$ cat src/rtl/fcs_pkg.sv
// Package for the farthest candidate selector.
// Holds the command and result word types and fixed constants; no dependencies.
package fcs_pkg;

  localparam int unsigned PointW  = 17;
  localparam int unsigned WindowW = 5;
  localparam int unsigned AddrW   = 2;
  localparam int unsigned DataW   = 32;

  localparam logic [WindowW-1:0] WindowRstVal = 5'd10;

  // Operation codes of a command word.
  localparam logic OpSeed      = 1'b0;
  localparam logic OpCandidate = 1'b1;

  typedef struct packed {
    logic              operation;
    logic [PointW-1:0] point;
    logic              last_candidate;
  } cmd_t;

  typedef struct packed {
    logic [PointW-1:0] chosen_point;
    logic [PointW-1:0] chosen_distance;
  } result_t;

endpackage

$ cat src/rtl/fcs_ring.sv
// History ring storage of the farthest candidate selector.
// One write port and one read port with registered read data; depends on nothing.
module fcs_ring #(
  parameter int unsigned Depth = 16,
  parameter int unsigned Width = 17
) (
  input  logic                     clk_i,
  input  logic                     we_i,
  input  logic [$clog2(Depth)-1:0] waddr_i,
  input  logic [Width-1:0]         wdata_i,
  input  logic                     re_i,
  input  logic [$clog2(Depth)-1:0] raddr_i,
  output logic [Width-1:0]         rdata_o
);

  logic [Width-1:0] mem_q [Depth];
  logic [Width-1:0] rdata_q;

  always_ff @(posedge clk_i) begin
    if (we_i) begin
      mem_q[waddr_i] <= wdata_i;
    end
  end

  always_ff @(posedge clk_i) begin
    if (re_i) begin
      rdata_q <= mem_q[raddr_i];
    end
  end

  assign rdata_o = rdata_q;

endmodule

$ cat src/rtl/fcs_cfg.sv
// Configuration register file of the farthest candidate selector.
// APB-style slave holding the window size; uses fcs_pkg.
module fcs_cfg (
  input  logic                            clk_i,
  input  logic                            rst_ni,
  input  logic                            psel,
  input  logic                            penable,
  input  logic                            pwrite,
  input  logic [fcs_pkg::AddrW-1:0]       paddr,
  input  logic [fcs_pkg::DataW-1:0]       pwdata,
  output logic [fcs_pkg::DataW-1:0]       prdata,
  output logic                            pready,
  output logic [fcs_pkg::WindowW-1:0]     window_o
);

  logic [fcs_pkg::WindowW-1:0] window_q, window_d;
  logic                        wr_en;

  // The only register sits at byte address zero.
  assign wr_en = psel & penable & pwrite & (paddr == '0);

  always_comb begin
    window_d = window_q;
    if (wr_en) begin
      window_d = pwdata[fcs_pkg::WindowW-1:0];
    end
  end

  always_ff @(posedge clk_i or negedge rst_ni) begin
    if (!rst_ni) begin
      window_q <= fcs_pkg::WindowRstVal;
    end else begin
      window_q <= window_d;
    end
  end

  assign prdata   = {{(fcs_pkg::DataW - fcs_pkg::WindowW){1'b0}}, window_q};
  assign pready   = 1'b1;
  assign window_o = window_q;

endmodule

$ cat src/rtl/farthest_candidate_selector.sv
// Top level of the farthest candidate selector: command sequencer, scoring datapath.
// Instantiates fcs_ring and fcs_cfg; uses fcs_pkg.
//
// A seed word keeps busy low, so the next word may follow at once. A candidate word
// passes through StScan, StDrain and StFinish, or goes straight to StFinish when n is zero,
// where n is the smaller of window_in_use and the number of points held in the ring (at
// most HISTORY_DEPTH); in StScan the ring memory's single read port delivers one history
// entry per cycle. The last candidate of a set raises done_o for exactly one cycle with the
// winner and its distance, registered out of StFinish; results cannot be held off, so the
// receiver must take the word in that cycle. The window register may be written only
// while busy is low.
module farthest_candidate_selector #(
  parameter int unsigned HISTORY_DEPTH = 16
) (
  input  logic                        clk_i,
  input  logic                        rst_ni,
  input  logic                        start,
  output logic                        busy,
  input  fcs_pkg::cmd_t               cmd_i,
  output logic                        done_o,
  output fcs_pkg::result_t            result_o,
  input  logic                        psel,
  input  logic                        penable,
  input  logic                        pwrite,
  input  logic [fcs_pkg::AddrW-1:0]   paddr,
  input  logic [fcs_pkg::DataW-1:0]   pwdata,
  output logic [fcs_pkg::DataW-1:0]   prdata,
  output logic                        pready
);

  localparam int unsigned AW   = $clog2(HISTORY_DEPTH);
  localparam int unsigned CntW = $clog2(HISTORY_DEPTH + 1);
  localparam int unsigned CmpW = (CntW > fcs_pkg::WindowW) ? CntW : fcs_pkg::WindowW;

  typedef enum logic [3:0] {
    StIdle   = 4'b0001,
    StScan   = 4'b0010,
    StDrain  = 4'b0100,
    StFinish = 4'b1000
  } fsm_e;

  fsm_e                         state_q, state_d;
  logic [AW-1:0]                slot_q, slot_d;
  logic [CntW-1:0]              count_q, count_d;
  logic [AW-1:0]                rp_q, rp_d;
  logic [CntW-1:0]              rem_q, rem_d;
  logic                         rd_vld_q;
  logic [fcs_pkg::PointW-1:0]   min_q, min_d;
  logic [fcs_pkg::PointW-1:0]   pt_q, pt_d;
  logic                         last_q, last_d;
  logic [fcs_pkg::PointW-1:0]   best_pt_q, best_pt_d;
  logic [fcs_pkg::PointW-1:0]   best_dist_q, best_dist_d;
  logic                         have_q, have_d;
  logic                         done_q, done_d;
  fcs_pkg::result_t             result_q, result_d;

  logic [fcs_pkg::WindowW-1:0]  window;
  logic                         accept;
  logic [fcs_pkg::PointW-1:0]   in_pt;
  logic [CntW-1:0]              n_cmp;
  logic [AW-1:0]                newest;
  logic                         we, re;
  logic [AW-1:0]                waddr;
  logic [fcs_pkg::PointW-1:0]   wdata;
  logic [fcs_pkg::PointW-1:0]   rdata;
  logic [fcs_pkg::PointW-1:0]   diff;
  logic                         take;
  logic [fcs_pkg::PointW-1:0]   win_pt, win_dist;

  fcs_cfg u_cfg (
    .clk_i    (clk_i),
    .rst_ni   (rst_ni),
    .psel     (psel),
    .penable  (penable),
    .pwrite   (pwrite),
    .paddr    (paddr),
    .pwdata   (pwdata),
    .prdata   (prdata),
    .pready   (pready),
    .window_o (window)
  );

  fcs_ring #(
    .Depth (HISTORY_DEPTH),
    .Width (fcs_pkg::PointW)
  ) u_ring (
    .clk_i   (clk_i),
    .we_i    (we),
    .waddr_i (waddr),
    .wdata_i (wdata),
    .re_i    (re),
    .raddr_i (rp_q),
    .rdata_o (rdata)
  );

  assign busy   = (state_q != StIdle);
  assign accept = start & ~busy;
  assign in_pt  = cmd_i.point;

  // Entries compared: the window, limited by how many points the ring holds.
  assign n_cmp = (CmpW'(window) < CmpW'(count_q)) ? CntW'(window) : count_q;
  assign newest = (slot_q == '0) ? AW'(HISTORY_DEPTH - 1) : slot_q - 1'b1;

  assign diff = (rdata >= pt_q) ? rdata - pt_q : pt_q - rdata;

  // A candidate replaces the running best only with a strictly greater score.
  assign take     = ~have_q | (min_q > best_dist_q);
  assign win_pt   = take ? pt_q  : best_pt_q;
  assign win_dist = take ? min_q : best_dist_q;

  assign re = (state_q == StScan);

  always_comb begin
    state_d     = state_q;
    slot_d      = slot_q;
    count_d     = count_q;
    rp_d        = rp_q;
    rem_d       = rem_q;
    min_d       = min_q;
    pt_d        = pt_q;
    last_d      = last_q;
    best_pt_d   = best_pt_q;
    best_dist_d = best_dist_q;
    have_d      = have_q;
    done_d      = 1'b0;
    result_d    = result_q;
    we          = 1'b0;
    waddr       = slot_q;
    wdata       = in_pt;

    if (rd_vld_q && diff < min_q) begin
      min_d = diff;
    end

    case (state_q)
      StIdle: begin
        if (accept) begin
          if (cmd_i.operation == fcs_pkg::OpSeed) begin
            we = 1'b1;
          end else begin
            pt_d   = in_pt;
            last_d = cmd_i.last_candidate;
            min_d  = '1;
            rp_d   = newest;
            rem_d  = n_cmp;
            state_d = (n_cmp == '0) ? StFinish : StScan;
          end
        end
      end
      StScan: begin
        rp_d  = (rp_q == '0) ? AW'(HISTORY_DEPTH - 1) : rp_q - 1'b1;
        rem_d = rem_q - 1'b1;
        if (rem_q == CntW'(1)) begin
          state_d = StDrain;
        end
      end
      StDrain: begin
        state_d = StFinish;
      end
      StFinish: begin
        state_d     = StIdle;
        best_pt_d   = win_pt;
        best_dist_d = win_dist;
        have_d      = 1'b1;
        if (last_q) begin
          we                       = 1'b1;
          wdata                    = win_pt;
          done_d                   = 1'b1;
          result_d.chosen_point    = win_pt;
          result_d.chosen_distance = win_dist;
          best_pt_d                = '0;
          best_dist_d              = '0;
          have_d                   = 1'b0;
        end
      end
      default: begin
        state_d = StIdle;
      end
    endcase

    // Every ring write advances the slot and grows the fill up to the ring depth.
    if (we) begin
      slot_d = (slot_q == AW'(HISTORY_DEPTH - 1)) ? '0 : slot_q + 1'b1;
      if (count_q != CntW'(HISTORY_DEPTH)) begin
        count_d = count_q + 1'b1;
      end
    end
  end

  always_ff @(posedge clk_i or negedge rst_ni) begin
    if (!rst_ni) begin
      state_q     <= StIdle;
      slot_q      <= '0;
      count_q     <= '0;
      rd_vld_q    <= 1'b0;
      best_pt_q   <= '0;
      best_dist_q <= '0;
      have_q      <= 1'b0;
      done_q      <= 1'b0;
    end else begin
      state_q     <= state_d;
      slot_q      <= slot_d;
      count_q     <= count_d;
      rd_vld_q    <= re;
      best_pt_q   <= best_pt_d;
      best_dist_q <= best_dist_d;
      have_q      <= have_d;
      done_q      <= done_d;
    end
  end

  always_ff @(posedge clk_i) begin
    rp_q     <= rp_d;
    rem_q    <= rem_d;
    min_q    <= min_d;
    pt_q     <= pt_d;
    last_q   <= last_d;
    result_q <= result_d;
  end

  assign done_o   = done_q;
  assign result_o = result_q;

endmodule

$ cat config.mk
export PLATFORM = sky130hd
export DESIGN_NAME = farthest_candidate_selector
export DESIGN_NICKNAME = d
export VERILOG_FILES = /design/src/rtl/fcs_pkg.sv /design/src/rtl/fcs_ring.sv /design/src/rtl/fcs_cfg.sv /design/src/rtl/farthest_candidate_selector.sv
export SDC_FILE = /design/constraint.sdc
export NUM_CORES = 1
export LEC_CHECK = 0
export ABC_AREA = 1
export BUFFER_PORTS_ARGS = -buffer_cell sky130_fd_sc_hd__buf_2
export CELL_PAD_IN_SITES_DETAIL_PLACEMENT = 1
export CELL_PAD_IN_SITES_GLOBAL_PLACEMENT = 2
export CORE_UTILIZATION = 37
export CTS_BUF_LIST = sky130_fd_sc_hd__clkbuf_4 sky130_fd_sc_hd__clkbuf_8
export CTS_CLUSTER_DIAMETER = 30
export CTS_CLUSTER_SIZE = 30
export DETAILED_ROUTE_END_ITERATION = 10
export GPL_TIMING_DRIVEN = 0
export PLACE_DENSITY = 0.88
export SLEW_MARGIN = 15
export SYNTH_ARGS = -nofsm -noshare
export SYNTH_HDL_FRONTEND = slang
export SYNTH_SLANG_ARGS = --single-unit
$ cat constraint.sdc
create_clock -name clk_i -period 3.35 [get_ports clk_i]
set_input_delay 0 -clock clk_i [delete_from_list [all_inputs] [get_ports clk_i]]
set_output_delay 0 -clock clk_i [all_outputs]
set_load 0.1 [all_outputs]
* Word-level counts from Yosys, hierarchy flattened
Memory sizes are Yosys's and may differ from the RTL's. A register that Yosys moved wholly into a read port is not among the register bits.
Index checks and enable logic that the tools add are counted.
** Storage, ports and cells
- Register bits :: 133
- Memory bits (writable) :: 272
- Word-level logic and storage cells :: 91
- Memories kept :: 1
** Operators by class
- $add $sub $neg :: 7
- Order comparisons :: 4
- Equal/unequal tests :: 11
- Mux-type cells :: 34
- Bitwise logic cells :: 7
- Reductions and logical operators :: 11
** Memories
- u_ring.mem_q :: depth 16, bits a word 17, rd ports 1, clocked after Yosys merged registers in 1, write ports 1, RTL line fcs_ring.sv:16 : logic [Width-1:0] mem_q [Depth];
** Operator list (number)
- $mux W17 :: 11
- $mux W4 :: 9
- $sub A17 B17 Y17 :: 2
- $ge A17 B17 Y1 :: 1
- $gt A17 B17 Y1 :: 1
- $lt A17 B17 Y1 :: 1
- $mux W5 :: 3
- $pmux W4 S3 :: 1
- $pmux W5 S2 :: 1
- $reduce_and A3 Y1 :: 3
- $eq A4 B4 Y1 const B :: 2
- $logic_not A4 Y1 :: 2
- $pmux W4 S2 :: 1
- $sub A4 B1 Y4 const B :: 2
- $mux W1 :: 7
- $add A5 B1 Y5 const B :: 1
- $eq A5 B1 Y1 const B :: 1
- $logic_not A5 Y1 :: 1
- $lt A5 B5 Y1 :: 1
- $ne A5 B5 Y1 const B :: 1
- $sub A5 B1 Y5 const B :: 1
- $add A4 B1 Y4 const B :: 1
- $and A1 B1 Y1 :: 4
- $eq A4 B1 Y1 const B :: 1
- other kinds (12) :: 15

* Depth between registers and ports, before layout
- Word-level depth :: 8
- Mapped depth :: 28

* Cells and area by module
Synthesis repeated with hierarchy kept, for this count alone.
** Second synthesis, totals
- Cells, all modules :: 2360
- Area, all modules :: 21516.9 µm²
** Modules (own cells, without submodules)
- fcs_ring :: instances 1, cells an instance 1139, area an instance 12197.9 µm², sequential area each 8678.3 µm²
- farthest_candidate_selector :: instances 1, cells an instance 1161, area an instance 8847.2 µm², sequential area each 3424.5 µm²
- fcs_cfg :: instances 1, cells an instance 60, area an instance 471.7 µm², sequential area each 127.6 µm²

* Worst setup path after synthesis
OpenSTA, ideal clock, no wires.
- Path kind :: register to register
- Start point :: reg state_q[2]
- End point :: mem u_ring.mem_q[11][0], enable pin
- Setup time :: 390 ps
- Arrival time :: 2885 ps
- Path slack :: 75 ps
- Cell stages (with the launch flop) :: 9
- Buffers on the path :: 1
- Clock period less this slack :: 3275 ps
- Cells stage by stage :: dfrtp_1 nor2_1 nand3_1 nor2_1 nand2_1 nand2_1 buf_2 nand2_1 nor2_1
** Between the ends
- Longest elaborated chain between the ends :: 7
- Elaborated cells on any way between the ends :: 9
- Those cells by class :: 3 x eq/ne; 4 x mux; 2 x bitwise
** Ends and longest elaborated chain
- start: declaration :: RTL line farthest_candidate_selector.sv:42 : fsm_e state_q, state_d;
- start signal: assignment :: RTL line farthest_candidate_selector.sv:192 : state_q <= StIdle;
- start signal: assignment :: RTL line farthest_candidate_selector.sv:201 : state_q <= state_d;
- $ne A4 B1 Y1 :: RTL line farthest_candidate_selector.sv:96 : assign busy = (state_q != StIdle);
- named net busy :: RTL line farthest_candidate_selector.sv:18 : output logic busy,
- $not A1 Y1 :: RTL line farthest_candidate_selector.sv:97 : assign accept = start & ~busy;
- $and A1 B1 Y1 :: RTL line farthest_candidate_selector.sv:97
- $mux W1 :: RTL line farthest_candidate_selector.sv:137 : if (accept) begin
- $pmux W1 S2 :: RTL line farthest_candidate_selector.sv:135 : case (state_q)
- $mux W1 :: RTL line fcs_ring.sv:20 : if (we_i) begin
- $mux W1 (implied by the code) :: RTL line fcs_ring.sv:21 : mem_q[waddr_i] <= wdata_i;
- end: declaration :: RTL line fcs_ring.sv:16
The timed path passes the listed nets, and every way through them passes these cells.

* Worst setup path in the final report
- Start point :: reg u_ring.rdata_q[6], in the netlist u_ring.rdata_o[6], read port of u_ring.mem_q
- End point :: reg min_q[8] (netlist bit)
** Between the ends
- Longest elaborated chain between the ends :: 8
- Elaborated cells on any way between the ends :: 10
- Those cells by class :: 2 x add/sub; 2 x order compare; 5 x mux; 1 x reduce/logical
** Ends and longest elaborated chain
- start: declaration :: RTL line fcs_ring.sv:17 : logic [Width-1:0] rdata_q;
- $sub A17 B17 Y17 / $ge A17 B17 Y1 (equally long branches) :: RTL line farthest_candidate_selector.sv:104 : assign diff = (rdata >= pt_q) ? rdata - pt_q : pt_q - rdata;
- $mux W17 * :: RTL line farthest_candidate_selector.sv:104
- $lt A17 B17 Y1 :: RTL line farthest_candidate_selector.sv:131 : if (rd_vld_q && diff < min_q) begin
- $logic_and A1 B1 Y1 :: RTL line farthest_candidate_selector.sv:131
- $mux W17 * :: RTL line farthest_candidate_selector.sv:131
- $mux W17 :: RTL line farthest_candidate_selector.sv:138 : if (cmd_i.operation == fcs_pkg::OpSeed) begin
- $mux W17 :: RTL line farthest_candidate_selector.sv:137
- $mux W17 * :: RTL line farthest_candidate_selector.sv:135
- named net min_d (one bit) :: RTL line farthest_candidate_selector.sv:48 : logic [fcs_pkg::PointW-1:0] min_q, min_d;
- end signal: assignment :: RTL line farthest_candidate_selector.sv:215 : min_q <= min_d;
- end: declaration :: RTL line farthest_candidate_selector.sv:48
The timed path passes the listed nets; every way through them passes the cells marked *.
A chain may end at the register's enable or synchronous reset.

==> flow_summary.yaml <==
clocking:
  h-tree-depth: 3
  clk_path_buf_depth: 3
  clock_latency_ns: 0.70
  clk_pin_slew_ns: 0.06
  cts_tree: "done"
  cts.sinks: 422
  cts_made_buffers: 89
  root_buffer: "clkbuf_8"
worst_setup_path:
  crit_arrival_ns: 4.06
  startpoint_type: "register"
  reg2reg_to: "min_q[8]"
  rrSetupSlack_ns: -0.17
  reg2reg_depth: 21
  rr_startpoint: "u_ring.rdata_o[6]"
  required_ns: 3.89
  path_class: "reg2reg"
  path_max_fanout: 5
  end_kind: "register"
synthesis:
  synth_area_per_cell_um2: 9.891
  ys_ff_latch: 422
  synth_flop_cell: "edfxtp_1"
  async_flop_share_pct: 13.03
  syn_inst: 2070
  yosysWarningCount: 0
  synth.distinct_cells: 50
  syn_area_um2: 20470
  seq_area_frac_synth_pct: 59.73
  synth-edff-count: 350
detailed_routing:
  ant_nets: 0
  wl_per_cell_um: 21.96
  routed_via_density: 5.281
  drt_iter0_drc: 1049
  drc_errors: 0
  first_pass_iters: 5
  totalWireLength_um: 68990
  via_count: 16590
layout:
  layout_commonest_cell: "nand2_1"
  final_nets: 2518
  final_cell_mix: "471 x nand2_1, 350 x edfxtp_1, 185 x nand3_1"
  n_antenna_cell: 0
  layoutNonFillerInstCount: 3141
  fill_cells: 5974
  final_cell_area_um2: 26340
  drive_gt1_share_pct: 24.42
  syn_to_final_growth_pct: 28.65
floorplanning:
  fp.dieW_um: 237.2
  die-height_um: 237.2
  pin_count: 128
  core_um2: 54240
  die-area_um2: 56280
  initial_core_util_pct: 37.75
  row_count: 85
global_routing:
  antenna_found_initial: 1
  grt_usage_pct: 24.36
  grt_pass1_vias: 17690
  grt_max_degree: 50
  overflow: 0
  grt_pass1_wl_um: 103200
pwr:
  ir_drop_mv: 0.5140
  pwr_density_cell_nw_per_um2: 796.7
  leakage_nw: 10.78
  p_total_mw: 20.98
run:
  max_cap_violations: 0
placed_design:
  detailed_place_hpwl_um: 48140
  numPortBuffers: 72
  place_area_um2: 22090
  dpl.cell_count: 2881
  gp_congestion: 0.8889
sta:
  post-route-min-period_ns: 3.521
  rsz0062_at_grt: "true"
  relSlewSlack_pct: 42.64
  skew_ns: 0.07058
  fin_ws_ns: -0.1715
  fmax_ghz: 0.2840
  finalSetupViolCount: 17
  drv_slew: 0
  finalCritPeriodShare_pct: 105.1
  tightest_slew_ns: 0.8604
  hold_violations: 0
outcome:
  violations: "setup timing"
  outcome: "finished with violations"
worst_hold_path:
  worstHoldPathCells: 2
  min_from: "cmd_i[0]"
  hold_path.class: "in2reg"
  hold_end: "last_q"
==> state kept, by name, indices dropped and copies added (netlist names), 4 cells and up <==
name / flops
count_q: 5
rp_q: 4
result_o: 34
slot_q: 4
best_dist_q: 17
rem_q: 5
best_pt_q: 17
state_q: 4
u_cfg.window_o: 5
pt_q: 17
u_ring.rdata_o: 17
u_ring.mem_q: 272
min_q: 17
==> routing by layer <==
metal | track usage [%] | share of wire, % | vias to the layer above
met4 | 11.07 | 4.2 | 2
met5 | 0 | 0.013 | -
met1 | 28.22 | 38 | 8257
met2 | 43.58 | 52 | 563
li1 | - | - | 7586
met3 | 4.506 | 6.0 | 180
==> Yosys cell counts, drive strengths merged (2+ instances only) <==
master   number  area share (%)
nand2       563              10
edfxtp      350              51
nand3       207             5.1
inv         204             3.8
nor2        138             2.6
o21ai        95             2.3
ha           81             4.9
buf          62             1.9
a21oi        60             1.5
dfrtp        52             6.4
and2         49             1.5
clkbuf       47            0.86
nand4        33             1.0
o221ai       22            0.94
xor2         20            0.86
dfxtp        17             1.7
o22ai        14            0.43
o2111ai      10            0.43
nor3          9            0.30
a21o          4            0.15
xnor2         4            0.17
clkinv        3           0.055
dfstp         3            0.39
a22oi         2           0.073
a31oi         2           0.061
conb          2           0.037
fa            2            0.20
mux2          2            0.11
nand3b        2           0.073
o21a          2           0.073
o21bai        2           0.073
==> through the flow <==
step / TNS (ns) / setup slack [ns] / utilization, % / hold WS [ns]
final: -1.974 / -0.1715 / 48.56 / 0.07833
after global routing: -4.163 / -0.2756 / 48.56 / 0.04669
after CTS: -0.2122 / -0.03303 / 47.63 / 0.003940
after floorplan: 0 / 0.07459 / - / -0.2956
after detailed placement: -37.84 / -0.7617 / 40.73 / -0.1564
after global placement: -53.75 / -0.7708 / 40.20 / 0.1873
==> critical path, cell delays in order (launching register included) <==
cell	delay, ns
edfxtp_1	0.46
ha_4	0.33
buf_12	0.11
nand2_2	0.10
nor2_4	0.12
nand2_1	0.11
nor3_4	0.17
nor2_4	0.08
buf_4	0.16
nand2_8	0.08
nand3_2	0.09
and2_4	0.18
ha_4	0.29
nand2_2	0.06
nor2_4	0.07
and2_4	0.15
nand4_1	0.14
nand4_4	0.19
clkinv_4	0.13
buf_16	0.16
nand3_2	0.07
nand2_1	0.07
==> what timing repair did <==
item / in CTS / in global routing
endpoints found under the hold margin: 94 / 0
gates cloned: 5 / 0
pin swaps: 37 / 54
setup endpoints to repair: 151 / 120
hold buffers: 36 / 0
setup buffers: 42 / 22
gates resized for setup: 199 / 105
==> cell families after synthesis <==
logic type | after synthesis | share of synthesized area, %
flops | 422 | 59.73
mux | 3 | 0.1589
compound gates | 216 | 6.129
buf+inv | 316 | 6.594
simple gates | 1004 | 21.17
xor+xnor | 24 | 1.027
fa+ha+maj | 83 | 5.145
other cells | 2 | 0.03668
==> final cells by class <==
cell class | count | area (um^2) | share of cell area [%]
Tap cell | 696 | 870.8 | 3.306
Buffer | 106 | 598.1 | 2.271
Timing Repair Buffer | 191 | 1589 | 6.033
Sequential cell | 422 | 12230 | 46.43
Clock buffer | 104 | 1375 | 5.220
Clock inverter | 56 | 798.3 | 3.031
Multi-Input combinational cell | 1359 | 8077 | 30.66
Inverter | 207 | 802.0 | 3.045
==> power by group <==
part | internal (mW) | total [mW] | switching (mW)
combinational | 2.58 | 7.64 | 5.07
clock | 4.17 | 6.70 | 2.53
sequential | 6.31 | 6.64 | 0.331
==> worst max-delay path by stage <==
stage                                  from                   to  slack [ns]  cells past startpoint
after floorplan                  state_q[2]  u_ring.mem_q[11][0]        0.07                      8
after global placement              pt_q[8]             min_q[6]       -0.77                     21
after detailed placement  u_ring.rdata_o[8]             min_q[6]       -0.76                     20
after CTS                 u_ring.rdata_o[2]             min_q[6]       -0.03                     23
after global routing      u_ring.rdata_o[2]             min_q[8]       -0.28                     24
final                     u_ring.rdata_o[6]             min_q[8]       -0.17                     21
No activity file was read; power rests on OpenSTA's default activity.
